--- src/design/rgbhsv_pkg.sv ---
// ----------------------------------------------------------------------------
// rgbhsv_pkg
// Shared beat types and constants for the RGB to HSV pixel converter.
// ----------------------------------------------------------------------------
package rgbhsv_pkg;

  localparam int CHAN_W    = 8;   // channel width
  localparam int NUM_W     = 16;  // dividend width, holds 255*255 and 150*255
  localparam int DIV_STEPS = 8;   // quotient bits, one per divider stage

  localparam logic [CHAN_W-1:0] HUE_MUL     = 8'd30;   // 60 deg in half-degrees / 1
  localparam logic [CHAN_W-1:0] OFF_RED_NEG = 8'd180;  // wrap past 360 deg
  localparam logic [CHAN_W-1:0] OFF_GREEN   = 8'd60;   // 120 deg
  localparam logic [CHAN_W-1:0] OFF_BLUE    = 8'd120;  // 240 deg
  localparam logic [CHAN_W-1:0] SAT_SCALE   = 8'd255;
  localparam logic [CHAN_W-1:0] HUE_LIMIT   = 8'd180;

  typedef struct packed {
    logic [CHAN_W-1:0] red;
    logic [CHAN_W-1:0] green;
    logic [CHAN_W-1:0] blue;
  } rgb_pix_t;

  typedef struct packed {
    logic [CHAN_W-1:0] hue;
    logic [CHAN_W-1:0] saturation;
    logic [CHAN_W-1:0] brightness;
  } hsv_pix_t;

endpackage

--- src/design/rgb_to_hsv_pixel.sv ---
// ----------------------------------------------------------------------------
// rgb_to_hsv_pixel
// Pipelined 8-bit RGB to HSV converter, hue in half-degrees (0..179).
// ----------------------------------------------------------------------------
//
//  channel | ports                   | handshake
//  --------+-------------------------+-----------------------------------
//  input   | start, busy, in_pix     | beat taken when start && !busy
//  result  | out_strobe, out_pix     | one-cycle strobe, cannot be held off
//
// A pixel can enter every clock while busy is low. Each result leaves once its
// input beat has passed the input register, min/max stage, numerator stage, then eight
// restoring-divider stages (one quotient bit each) shared in step by the
// hue and saturation lanes; the last divider stage drives the outputs.
// Reset (rst_n low, synchronous) clears all valid bits and holds busy high
// through the reset cycle; busy is low at all other times.
// There is no back-pressure: results stream out in input order.
//
module rgb_to_hsv_pixel (
  input  logic                 clk,
  input  logic                 rst_n,
  input  logic                 start,
  output logic                 busy,
  input  rgbhsv_pkg::rgb_pix_t in_pix,
  output logic                 out_strobe,
  output rgbhsv_pkg::hsv_pix_t out_pix
);
  import rgbhsv_pkg::*;

  typedef enum logic [1:0] {
    SEC_RED_POS,  // red max, green >= blue
    SEC_RED_NEG,  // red max, green < blue
    SEC_GREEN,
    SEC_BLUE
  } sector_t;

  localparam int LATENCY = DIV_STEPS + 3;

  // ---------------- input register ----------------
  logic     busy_r;
  logic     in_vld_r;
  rgb_pix_t in_pix_r;
  logic     accept;

  assign accept = start && !busy_r;
  assign busy   = busy_r;

  // ---------------- stage A: max, min, sector ----------------
  logic [CHAN_W-1:0] a_hi_nxt, a_lo_nxt, a_d_nxt, a_mag_nxt;
  logic              a_neg_nxt;
  sector_t           a_sec_nxt;

  logic              a_vld_r;
  logic [CHAN_W-1:0] a_hi_r, a_d_r, a_mag_r;
  logic              a_neg_r;
  sector_t           a_sec_r;

  always_comb begin
    a_hi_nxt = in_pix_r.red;
    if (a_hi_nxt < in_pix_r.green) a_hi_nxt = in_pix_r.green;
    if (a_hi_nxt < in_pix_r.blue)  a_hi_nxt = in_pix_r.blue;
    a_lo_nxt = in_pix_r.red;
    if (a_lo_nxt > in_pix_r.green) a_lo_nxt = in_pix_r.green;
    if (a_lo_nxt > in_pix_r.blue)  a_lo_nxt = in_pix_r.blue;
    a_d_nxt = a_hi_nxt - a_lo_nxt;

    // red wins ties first, then green
    if (a_hi_nxt == in_pix_r.red && in_pix_r.green >= in_pix_r.blue) begin
      a_sec_nxt = SEC_RED_POS;
      a_mag_nxt = in_pix_r.green - in_pix_r.blue;
      a_neg_nxt = 1'b0;
    end else if (a_hi_nxt == in_pix_r.red) begin
      a_sec_nxt = SEC_RED_NEG;
      a_mag_nxt = in_pix_r.blue - in_pix_r.green;
      a_neg_nxt = 1'b1;
    end else if (a_hi_nxt == in_pix_r.green) begin
      a_sec_nxt = SEC_GREEN;
      a_neg_nxt = in_pix_r.blue < in_pix_r.red;
      a_mag_nxt = a_neg_nxt ? in_pix_r.red - in_pix_r.blue
                            : in_pix_r.blue - in_pix_r.red;
    end else begin
      a_sec_nxt = SEC_BLUE;
      a_neg_nxt = in_pix_r.red < in_pix_r.green;
      a_mag_nxt = a_neg_nxt ? in_pix_r.green - in_pix_r.red
                            : in_pix_r.red - in_pix_r.green;
    end
  end

  // ---------------- stage B: numerators ----------------
  // hue = off + 30*(+/-mag)/d, folded into one dividend: off*d +/- 30*mag
  logic [CHAN_W-1:0] b_off;
  logic [NUM_W-1:0]  b_base, b_term;

  always_comb begin
    case (a_sec_r)
      SEC_RED_POS: b_off = '0;
      SEC_RED_NEG: b_off = OFF_RED_NEG;
      SEC_GREEN:   b_off = OFF_GREEN;
      SEC_BLUE:    b_off = OFF_BLUE;
      default:     b_off = '0;
    endcase
    b_base = NUM_W'(b_off) * NUM_W'(a_d_r);
    b_term = NUM_W'(HUE_MUL) * NUM_W'(a_mag_r);
  end

  // ---------------- divider lanes ----------------
  // index 0 is loaded by stage B, index s+1 holds the result of step s
  logic              vld_r    [0:DIV_STEPS];
  logic [NUM_W-1:0]  hrem_r   [0:DIV_STEPS];
  logic [CHAN_W-1:0] hdiv_r   [0:DIV_STEPS];
  logic [CHAN_W-1:0] hq_r     [0:DIV_STEPS];
  logic [NUM_W-1:0]  srem_r   [0:DIV_STEPS];
  logic [CHAN_W-1:0] sdiv_r   [0:DIV_STEPS];
  logic [CHAN_W-1:0] sq_r     [0:DIV_STEPS];
  logic [CHAN_W-1:0] bright_r [0:DIV_STEPS];

  logic [NUM_W-1:0]  hrem_nxt   [0:DIV_STEPS];
  logic [CHAN_W-1:0] hdiv_nxt   [0:DIV_STEPS];
  logic [CHAN_W-1:0] hq_nxt     [0:DIV_STEPS];
  logic [NUM_W-1:0]  srem_nxt   [0:DIV_STEPS];
  logic [CHAN_W-1:0] sdiv_nxt   [0:DIV_STEPS];
  logic [CHAN_W-1:0] sq_nxt     [0:DIV_STEPS];
  logic [CHAN_W-1:0] bright_nxt [0:DIV_STEPS];

  logic [NUM_W-1:0]  htrial [0:DIV_STEPS-1];
  logic [NUM_W-1:0]  strial [0:DIV_STEPS-1];

  always_comb begin
    // grey or black: zero dividend over one gives a zero quotient
    if (a_d_r == '0) begin
      hrem_nxt[0] = '0;
      hdiv_nxt[0] = CHAN_W'(1);
    end else begin
      hrem_nxt[0] = a_neg_r ? b_base - b_term : b_base + b_term;
      hdiv_nxt[0] = a_d_r;
    end
    srem_nxt[0]   = NUM_W'(SAT_SCALE) * NUM_W'(a_d_r);
    sdiv_nxt[0]   = (a_hi_r == '0) ? CHAN_W'(1) : a_hi_r;
    hq_nxt[0]     = '0;
    sq_nxt[0]     = '0;
    bright_nxt[0] = a_hi_r;

    // restoring division, MSB first; quotients fit 8 bits by construction
    for (int s = 0; s < DIV_STEPS; s++) begin
      htrial[s] = NUM_W'(hdiv_r[s]) << (DIV_STEPS - 1 - s);
      strial[s] = NUM_W'(sdiv_r[s]) << (DIV_STEPS - 1 - s);
      if (hrem_r[s] >= htrial[s]) begin
        hrem_nxt[s+1] = hrem_r[s] - htrial[s];
        hq_nxt[s+1]   = {hq_r[s][CHAN_W-2:0], 1'b1};
      end else begin
        hrem_nxt[s+1] = hrem_r[s];
        hq_nxt[s+1]   = {hq_r[s][CHAN_W-2:0], 1'b0};
      end
      if (srem_r[s] >= strial[s]) begin
        srem_nxt[s+1] = srem_r[s] - strial[s];
        sq_nxt[s+1]   = {sq_r[s][CHAN_W-2:0], 1'b1};
      end else begin
        srem_nxt[s+1] = srem_r[s];
        sq_nxt[s+1]   = {sq_r[s][CHAN_W-2:0], 1'b0};
      end
      hdiv_nxt[s+1]   = hdiv_r[s];
      sdiv_nxt[s+1]   = sdiv_r[s];
      bright_nxt[s+1] = bright_r[s];
    end
  end

  // ---------------- registers ----------------
  always_ff @(posedge clk) begin
    if (!rst_n) begin
      busy_r   <= 1'b1;
      in_vld_r <= 1'b0;
      a_vld_r  <= 1'b0;
      for (int s = 0; s <= DIV_STEPS; s++) begin
        vld_r[s] <= 1'b0;
      end
    end else begin
      busy_r   <= 1'b0;
      in_vld_r <= accept;
      a_vld_r  <= in_vld_r;
      vld_r[0] <= a_vld_r;
      for (int s = 0; s < DIV_STEPS; s++) begin
        vld_r[s+1] <= vld_r[s];
      end
    end
  end

  // payload, no reset
  always_ff @(posedge clk) begin
    if (accept) begin
      in_pix_r <= in_pix;
    end
    a_hi_r  <= a_hi_nxt;
    a_d_r   <= a_d_nxt;
    a_mag_r <= a_mag_nxt;
    a_neg_r <= a_neg_nxt;
    a_sec_r <= a_sec_nxt;
    for (int s = 0; s <= DIV_STEPS; s++) begin
      hrem_r[s]   <= hrem_nxt[s];
      hdiv_r[s]   <= hdiv_nxt[s];
      hq_r[s]     <= hq_nxt[s];
      srem_r[s]   <= srem_nxt[s];
      sdiv_r[s]   <= sdiv_nxt[s];
      sq_r[s]     <= sq_nxt[s];
      bright_r[s] <= bright_nxt[s];
    end
  end

  // ---------------- outputs ----------------
  assign out_strobe         = vld_r[DIV_STEPS];
  assign out_pix.hue        = hq_r[DIV_STEPS];
  assign out_pix.saturation = sq_r[DIV_STEPS];
  assign out_pix.brightness = bright_r[DIV_STEPS];

  // ---------------- assertions ----------------
  a_latency: assert property (@(posedge clk) disable iff (!rst_n)
    accept |-> ##LATENCY out_strobe)
    else $error("input beat did not come out after fixed latency");

  a_no_spurious: assert property (@(posedge clk) disable iff (!rst_n)
    (!accept && !busy_r) |-> ##LATENCY !out_strobe)
    else $error("result beat without a matching input beat");

  a_hue_range: assert property (@(posedge clk) disable iff (!rst_n)
    out_strobe |-> out_pix.hue < HUE_LIMIT)
    else $error("hue out of range");

  a_black: assert property (@(posedge clk) disable iff (!rst_n)
    (out_strobe && out_pix.brightness == '0) |->
      (out_pix.saturation == '0 && out_pix.hue == '0))
    else $error("black pixel with nonzero hue or saturation");

  a_grey: assert property (@(posedge clk) disable iff (!rst_n)
    (out_strobe && out_pix.saturation == '0) |-> out_pix.hue == '0)
    else $error("grey pixel with nonzero hue");

endmodule

--- config.mk ---
export PLATFORM = sky130hd
export DESIGN_NAME = rgb_to_hsv_pixel
export DESIGN_NICKNAME = d
export VERILOG_FILES = /design/src/design/rgbhsv_pkg.sv /design/src/design/rgb_to_hsv_pixel.sv
export SDC_FILE = /design/constraint.sdc
export NUM_CORES = 1
export LEC_CHECK = 0
export ABC_AREA = 0
export ABC_CLOCK_PERIOD_IN_PS = 6530
export BUFFER_PORTS_ARGS = -buffer_cell sky130_fd_sc_hd__buf_4
export CAP_MARGIN = 20
export CORE_ASPECT_RATIO = 0.6
export CORE_MARGIN = 2
export CORE_UTILIZATION = 50
export CTS_BUF_LIST = sky130_fd_sc_hd__clkbuf_8
export DETAILED_ROUTE_END_ITERATION = 16
export PLACE_DENSITY = 0.66
export REMOVE_ABC_BUFFERS = 1
export SLEW_MARGIN = 20
export SYNTH_ARGS = -nofsm -noshare
export SYNTH_HDL_FRONTEND = slang
export SYNTH_SLANG_ARGS = --single-unit
--- constraint.sdc ---
create_clock -name clk -period 6.53 [get_ports clk]
set_input_delay 0.3265 -clock clk [delete_from_list [all_inputs] [get_ports clk]]
set_output_delay 0.3265 -clock clk [all_outputs]
set_load 0.01 [all_outputs]
-- Word-level counts from Yosys, hierarchy flattened
Memories as Yosys holds them, arrays and structs flattened.
Index checks and enable logic that the tools add are counted.
- memories kept: 8
- bits in latches: 0
- bits in writable memories: 657
- bits in read-only memories: 0
- register bits: 54
- memory list (memory ; depth ; width ; rd ports ; clocked after memory_dff ; wr ports ; line ; RTL):
    hrem_r ; 9 ; 16 ; 8 ; 0 ; 9 ; rgb_to_hsv_pixel.sv:109 ; logic [NUM_W-1:0] hrem_r [0:DIV_STEPS];
    srem_r ; 9 ; 16 ; 8 ; 0 ; 9 ; rgb_to_hsv_pixel.sv:112 ; logic [NUM_W-1:0] srem_r [0:DIV_STEPS];
    bright_r ; 9 ; 8 ; 9 ; 0 ; 9 ; rgb_to_hsv_pixel.sv:115 ; logic [CHAN_W-1:0] bright_r [0:DIV_STEPS];
    hdiv_r ; 9 ; 8 ; 8 ; 0 ; 9 ; rgb_to_hsv_pixel.sv:110 ; logic [CHAN_W-1:0] hdiv_r [0:DIV_STEPS];
    hq_r ; 9 ; 8 ; 9 ; 0 ; 9 ; rgb_to_hsv_pixel.sv:111 ; logic [CHAN_W-1:0] hq_r [0:DIV_STEPS];
    sdiv_r ; 9 ; 8 ; 8 ; 0 ; 9 ; rgb_to_hsv_pixel.sv:113 ; logic [CHAN_W-1:0] sdiv_r [0:DIV_STEPS];
    +2 memories ; - ; - ; - ; - ; - ; - ;
- magnitude comparators: 22
- eq/ne operators: 5
- multipliers: 3
- add/sub/neg operators: 25
- reductions and logical operators: 7
- muxes and demuxes: 61
- shifts and indexed selects: 0
- div/mod/pow operators: 0
- bitwise operators: 9
- operators by type and width (cell ; count):
    $mux 16 ; 18
    $mux 8 ; 11
    $sub 8x8->8 ; 7
    $sub 16x13->16 ; 3
    $ge 16x10->1 ; 2
    $ge 16x11->1 ; 2
    $ge 16x12->1 ; 2
    $ge 16x13->1 ; 2
    $ge 16x14->1 ; 2
    $ge 16x15->1 ; 2
    $ge 16x8->1 ; 2
    $ge 16x9->1 ; 2
    $pmux 8 s4 ; 1
    $sub 16x10->16 ; 2
    $sub 16x11->16 ; 2
    $sub 16x12->16 ; 2
    $sub 16x14->16 ; 2
    $sub 16x15->16 ; 2
    $sub 16x8->16 ; 2
    $sub 16x9->16 ; 2
    $mux 1 ; 31
    $lt 8x8->1 ; 3
    $add 16x13->16 ; 1
    $eq 8x8->1 ; 2
    other kinds (13) ; 25

-- Longest topological paths before layout
- word-level depth: 8
- gate-level depth with buffers: 30
- mapped depth without buffers: 29

-- Worst setup path before layout
Ideal clock, no wire load.
- kind: reg-to-reg
- start: register in_pix_r[16] (netlist name)
- end: register a_d_r[7]
- setup time: 0.072 ns
- cell stages (with the launch flop): 31
- slack: 0.787 ns
- data required time: 6.458 ns
- arrival time: 5.671 ns
- path buffers: 2
- path through: edfxtp_1 -> inv_1 -> ha_1 -> fa_1 -> nand3b_1 -> a21oi_2 -> or2_4 -> clkbuf_1 -> o21ai_1 -> clkbuf_1 -> nand2_1 -> o21ai_0 -> ha_1 -> o21a_1 -> o21ai_0 -> nand2b_1 -> a21oi_1 -> o21ai_0 -> o21ai_1 -> mux2_2 -> inv_1 -> ha_1 -> nor2b_1 -> o21ai_0 -> nand2b_1 -> a21o_1 -> a21o_1 -> a21o_1 -> a21oi_1 -> xor2_1 -> xnor2_1
- longest elaborated chain between the ends: 5
- elaborated cells between the ends (all ways): 9
- ends and longest elaborated chain (item ; line ; RTL):
    from (decl) ; rgb_to_hsv_pixel.sv:42 ; rgb_pix_t in_pix_r;
    from (signal assigned) ; rgb_to_hsv_pixel.sv:190 ; in_pix_r <= in_pix;
    $lt 8x8->1 / $gt 8x8->1 (equally long branches) ; rgb_to_hsv_pixel.sv:60, rgb_to_hsv_pixel.sv:63 ;
    $mux 8, on equally long branches ; rgb_to_hsv_pixel.sv:60, rgb_to_hsv_pixel.sv:63 ;
    $lt 8x8->1 / $gt 8x8->1 (equally long branches) ; rgb_to_hsv_pixel.sv:61, rgb_to_hsv_pixel.sv:64 ;
    $mux 8, on equally long branches ; rgb_to_hsv_pixel.sv:61, rgb_to_hsv_pixel.sv:64 ;
    $sub 8x8->8 (*) ; rgb_to_hsv_pixel.sv:65 ; a_d_nxt = a_hi_nxt - a_lo_nxt;
    via a_d_nxt[7] ; rgb_to_hsv_pixel.sv:49 ; logic [CHAN_W-1:0] a_hi_nxt, a_lo_nxt, a_d_nxt, a_mag_nxt;
    to (signal assigned) ; rgb_to_hsv_pixel.sv:193 ; a_d_r <= a_d_nxt;
    to (decl) ; rgb_to_hsv_pixel.sv:54 ; logic [CHAN_W-1:0] a_hi_r, a_d_r, a_mag_r;
Mark *: on every way through the listed nets, which the timed path passes. The rest lies on a longest branch.
A chain may end at the register's enable or synchronous reset.

==> flow_metrics.py <==
metrics = {
    "outcome": {
        "status": "complete, no violations",
    },
    "timing": {
        "layout_min_cycle_time_ps": 5930,
        "drv_slew": 0,
        "max_slew_margin_pct": 32.4,
        "finClkSkew_ps": 27.0,
        "fin_hold_ws_ps": 316,
        "worst_slew_pin_slew_ps": 1010,
        "setup_slack_ps": 596,
        "rsz0062_at_grt": "false",
        "hold_viol": 0,
        "setup_viol": 0,
        "period_share_pct": 90.9,
        "max_freq_ghz": 0.169,
        "finalSetupTns_ps": 0,
    },
    "global_route": {
        "grt_pass1_wl_um": 97600,
        "antenna_found_initial": 0,
        "grt_use_total_pct": 21.4,
        "grt_pass1_vias": 18900,
        "use_met1_pct": 32.6,
        "grt_busiest_layer": "met1",
        "grt_use_met2_pct": 30.7,
        "grt_max_degree": 26,
        "met3_usage_pct": 4.49,
        "grt_overflow": 0,
    },
    "worst_setup_path": {
        "setup.worst_path.end_class": "register",
        "cp-start-kind": "register",
        "critPathKind": "register to register",
        "critical_path_required_ps": 7150,
        "cp_max_fo": 14,
        "critPathArrivalTime_ps": 6550,
    },
    "placed_design": {
        "port_buffers": 52,
        "place_congestion": 0.896,
        "post-dp-hpwl_um": 46600,
        "place_ws_ps": 422,
        "placed_area_um2": 28900,
    },
    "floorplan": {
        "start_util_pct": 50.8,
        "die_h_um": 186,
        "row_count": 66,
        "die-area_um2": 57200,
        "die_x_um": 307,
        "ios": 53,
        "core_um2": 54300,
    },
    "clock_tree": {
        "cts_setup_buffers": 0,
        "cts_max_path_buffers": 3,
        "cts_max_level": 3,
        "cts_buffers": 84,
        "clock-root-buffer": "clkbuf_8",
        "clk_transition_reported_paths_ps": 70,
        "clkLatencyLatePin_ps": 700,
        "clock-sinks": 583,
        "cts_tree": "yes",
    },
    "final_layout": {
        "layout-drive-gt1-share_pct": 8.51,
        "nets": 3307,
        "multi_input_area_um2": 14100,
        "fill_cells": 4662,
        "antennaDiodeCount": 0,
        "syn_to_final_growth_pct": 11.7,
        "design_area_um2": 30900,
        "register_area_um2": 11900,
    },
    "logic_synthesis": {
        "synth.avg_cell_area_um2": 10.0,
        "synth_edf_count": 24,
        "netlist_instances": 2761,
        "netlist.area_leader.share_pct": 40.5,
        "seq_area_frac_synth_pct": 43.1,
        "async_reset_ff_share_pct": 0,
        "yosys_register_bits": 583,
        "synth_cell_types": 79,
        "synth_flop_cell": "dfxtp_1",
        "synthTopCellsByArea": "dfxtp_1 (41%), ha_1 (14%), fa_1 (6.0%), inv_1 (5.1%), xnor2_1 (3.4%)",
        "yosys.area.top_type": "dfxtp_1",
        "yosysWarnings": 0,
        "syn-cell-area_um2": 27600,
    },
    "job": {
        "timing.max_cap.violations": 0,
    },
    "drt": {
        "drt-initial-drc-count": 1264,
        "drtAntennaViolNets": 0,
        "vias": 19000,
        "route.detailed.drc": 0,
        "vias_per_cell": 5.18,
        "drt-total-wl_um": 59900,
        "drtPass1Iterations": 8,
        "drt-wirelength-per-cell_um": 16.3,
    },
    "min_path": {
        "hold_path_class": "register to register",
    },
}
-- cells in the mapped netlist (10+ instances only) --
master and count:
a21boi_0 25, a21o_1 68, a21oi_1 148, and2_1 40
and3_1 16, clkbuf_1 37, dfxtp_1 559, edfxtp_1 24
fa_1 83, ha_1 299, inv_1 374, mux2_2 25
mux2i_1 41, nand2_1 113, nand2b_1 40, nand3_1 17
nand4_1 37, nor2_1 164, nor2b_1 50, nor3_1 48
nor4_1 28, o211ai_1 11, o21a_1 16, o21ai_0 132
o21ai_1 13, o31ai_1 17, or3_1 24, or4_1 10
xnor2_1 106, xor2_1 74
-- repair_timing --
item | 4_1_cts | 5_1_grt
setup endpoints to repair | 0 | 1
hold buffers | 25 | 0
endpoints found under the hold margin | 36 | 0
gates resized for setup | 0 | 1
-- layout by cell type, fill, tap and decap left out, types with 25 or more instances in the layout --
cell and instances:
nand2_1 113, ha_1 299, a21oi_1 148, xnor2_1 106, a21o_1 68, nand4_1 37
dfxtp_1 559, nor2_1 163, and2_1 40, o21ai_0 132, dlygate4sd3_1 25, fa_1 83
inv_1 402, nand2b_1 40, xor2_1 74, nor3_1 48, a21boi_0 25, mux2i_1 41
nor2b_1 49, mux2_2 25, buf_4 71, nor4_1 27, clkbuf_8 100
-- metrics by stage --
| step | util, % | std cells |
|---|---|---|
| after floorplan | - | 2716 |
| after global placement | 53.1 | 3500 |
| after detailed placement | 53.1 | 3500 |
| after CTS | 56.8 | 3675 |
| after global routing | 56.8 | 3676 |
| final | 56.8 | 3676 |
-- cell type report --
class                           instances  share of cell area (%)
Multi-Input combinational cell       1759                    45.8
Timing Repair Buffer                   96                    2.54
Clock buffer                          100                    4.46
Inverter                              374                    4.55
Tap cell                              714                    2.89
Sequential cell                       583                    38.6
Clock inverter                         50                    1.17
-- worst max-delay path: stages, from the launching register on --
cell and delay [ps]:
dfxtp_1 360, inv_1 80, ha_1 370, nor2_1 300, o21ai_0 170, fa_1 500
fa_1 560, inv_1 60, fa_1 530, inv_1 60, fa_1 530, inv_1 40
ha_1 320, a21oi_1 220, nor2b_1 70, o21a_1 180, nor2_1 120, xnor2_1 130
ha_1 360, a21oi_1 80, a31oi_1 260, a31oi_1 150, or3_1 320, a21oi_1 120
-- worst paths after layout --
check / slack, ps / startpoint / depth (start not counted) / endpoint
worst max register to register: 600 / a_sec_r[0] / 23 / hrem_r[0][15]
worst max-delay path: 600 / a_sec_r[0] / 23 / hrem_r[0][15]
worst min register to register: 320 / bright_r[2][6] / 0 / bright_r[3][6]
worst min-delay path: 320 / bright_r[2][6] / 0 / bright_r[3][6]
-- flip-flops by register name, summed over array words and instances, names as in the netlist, 24 cells and up --
name,count
bright_r,72
sq_r,36
hdiv_r,64
in_pix_r,24
srem_r,128
hq_r,36
hrem_r,120
sdiv_r,64
-- per-layer routing --
layer / share of wire [%] / wire, um
met5: 0 / 0
met4: 1.5 / 910
met1: 54 / 32400
met2: 39 / 23400
met3: 5.3 / 3150
-- kinds of logic after synthesis --
group / share of synthesized area (%)
buf+inv: 5.77
mux: 2.90
xor+xnor: 5.71
compound gates: 11.6
fa+ha+maj: 19.6
simple gates: 11.3
flops: 43.1
Power is not shown: default switching activity piles up to over one toggle a cycle in this logic, so the estimate is an artifact.
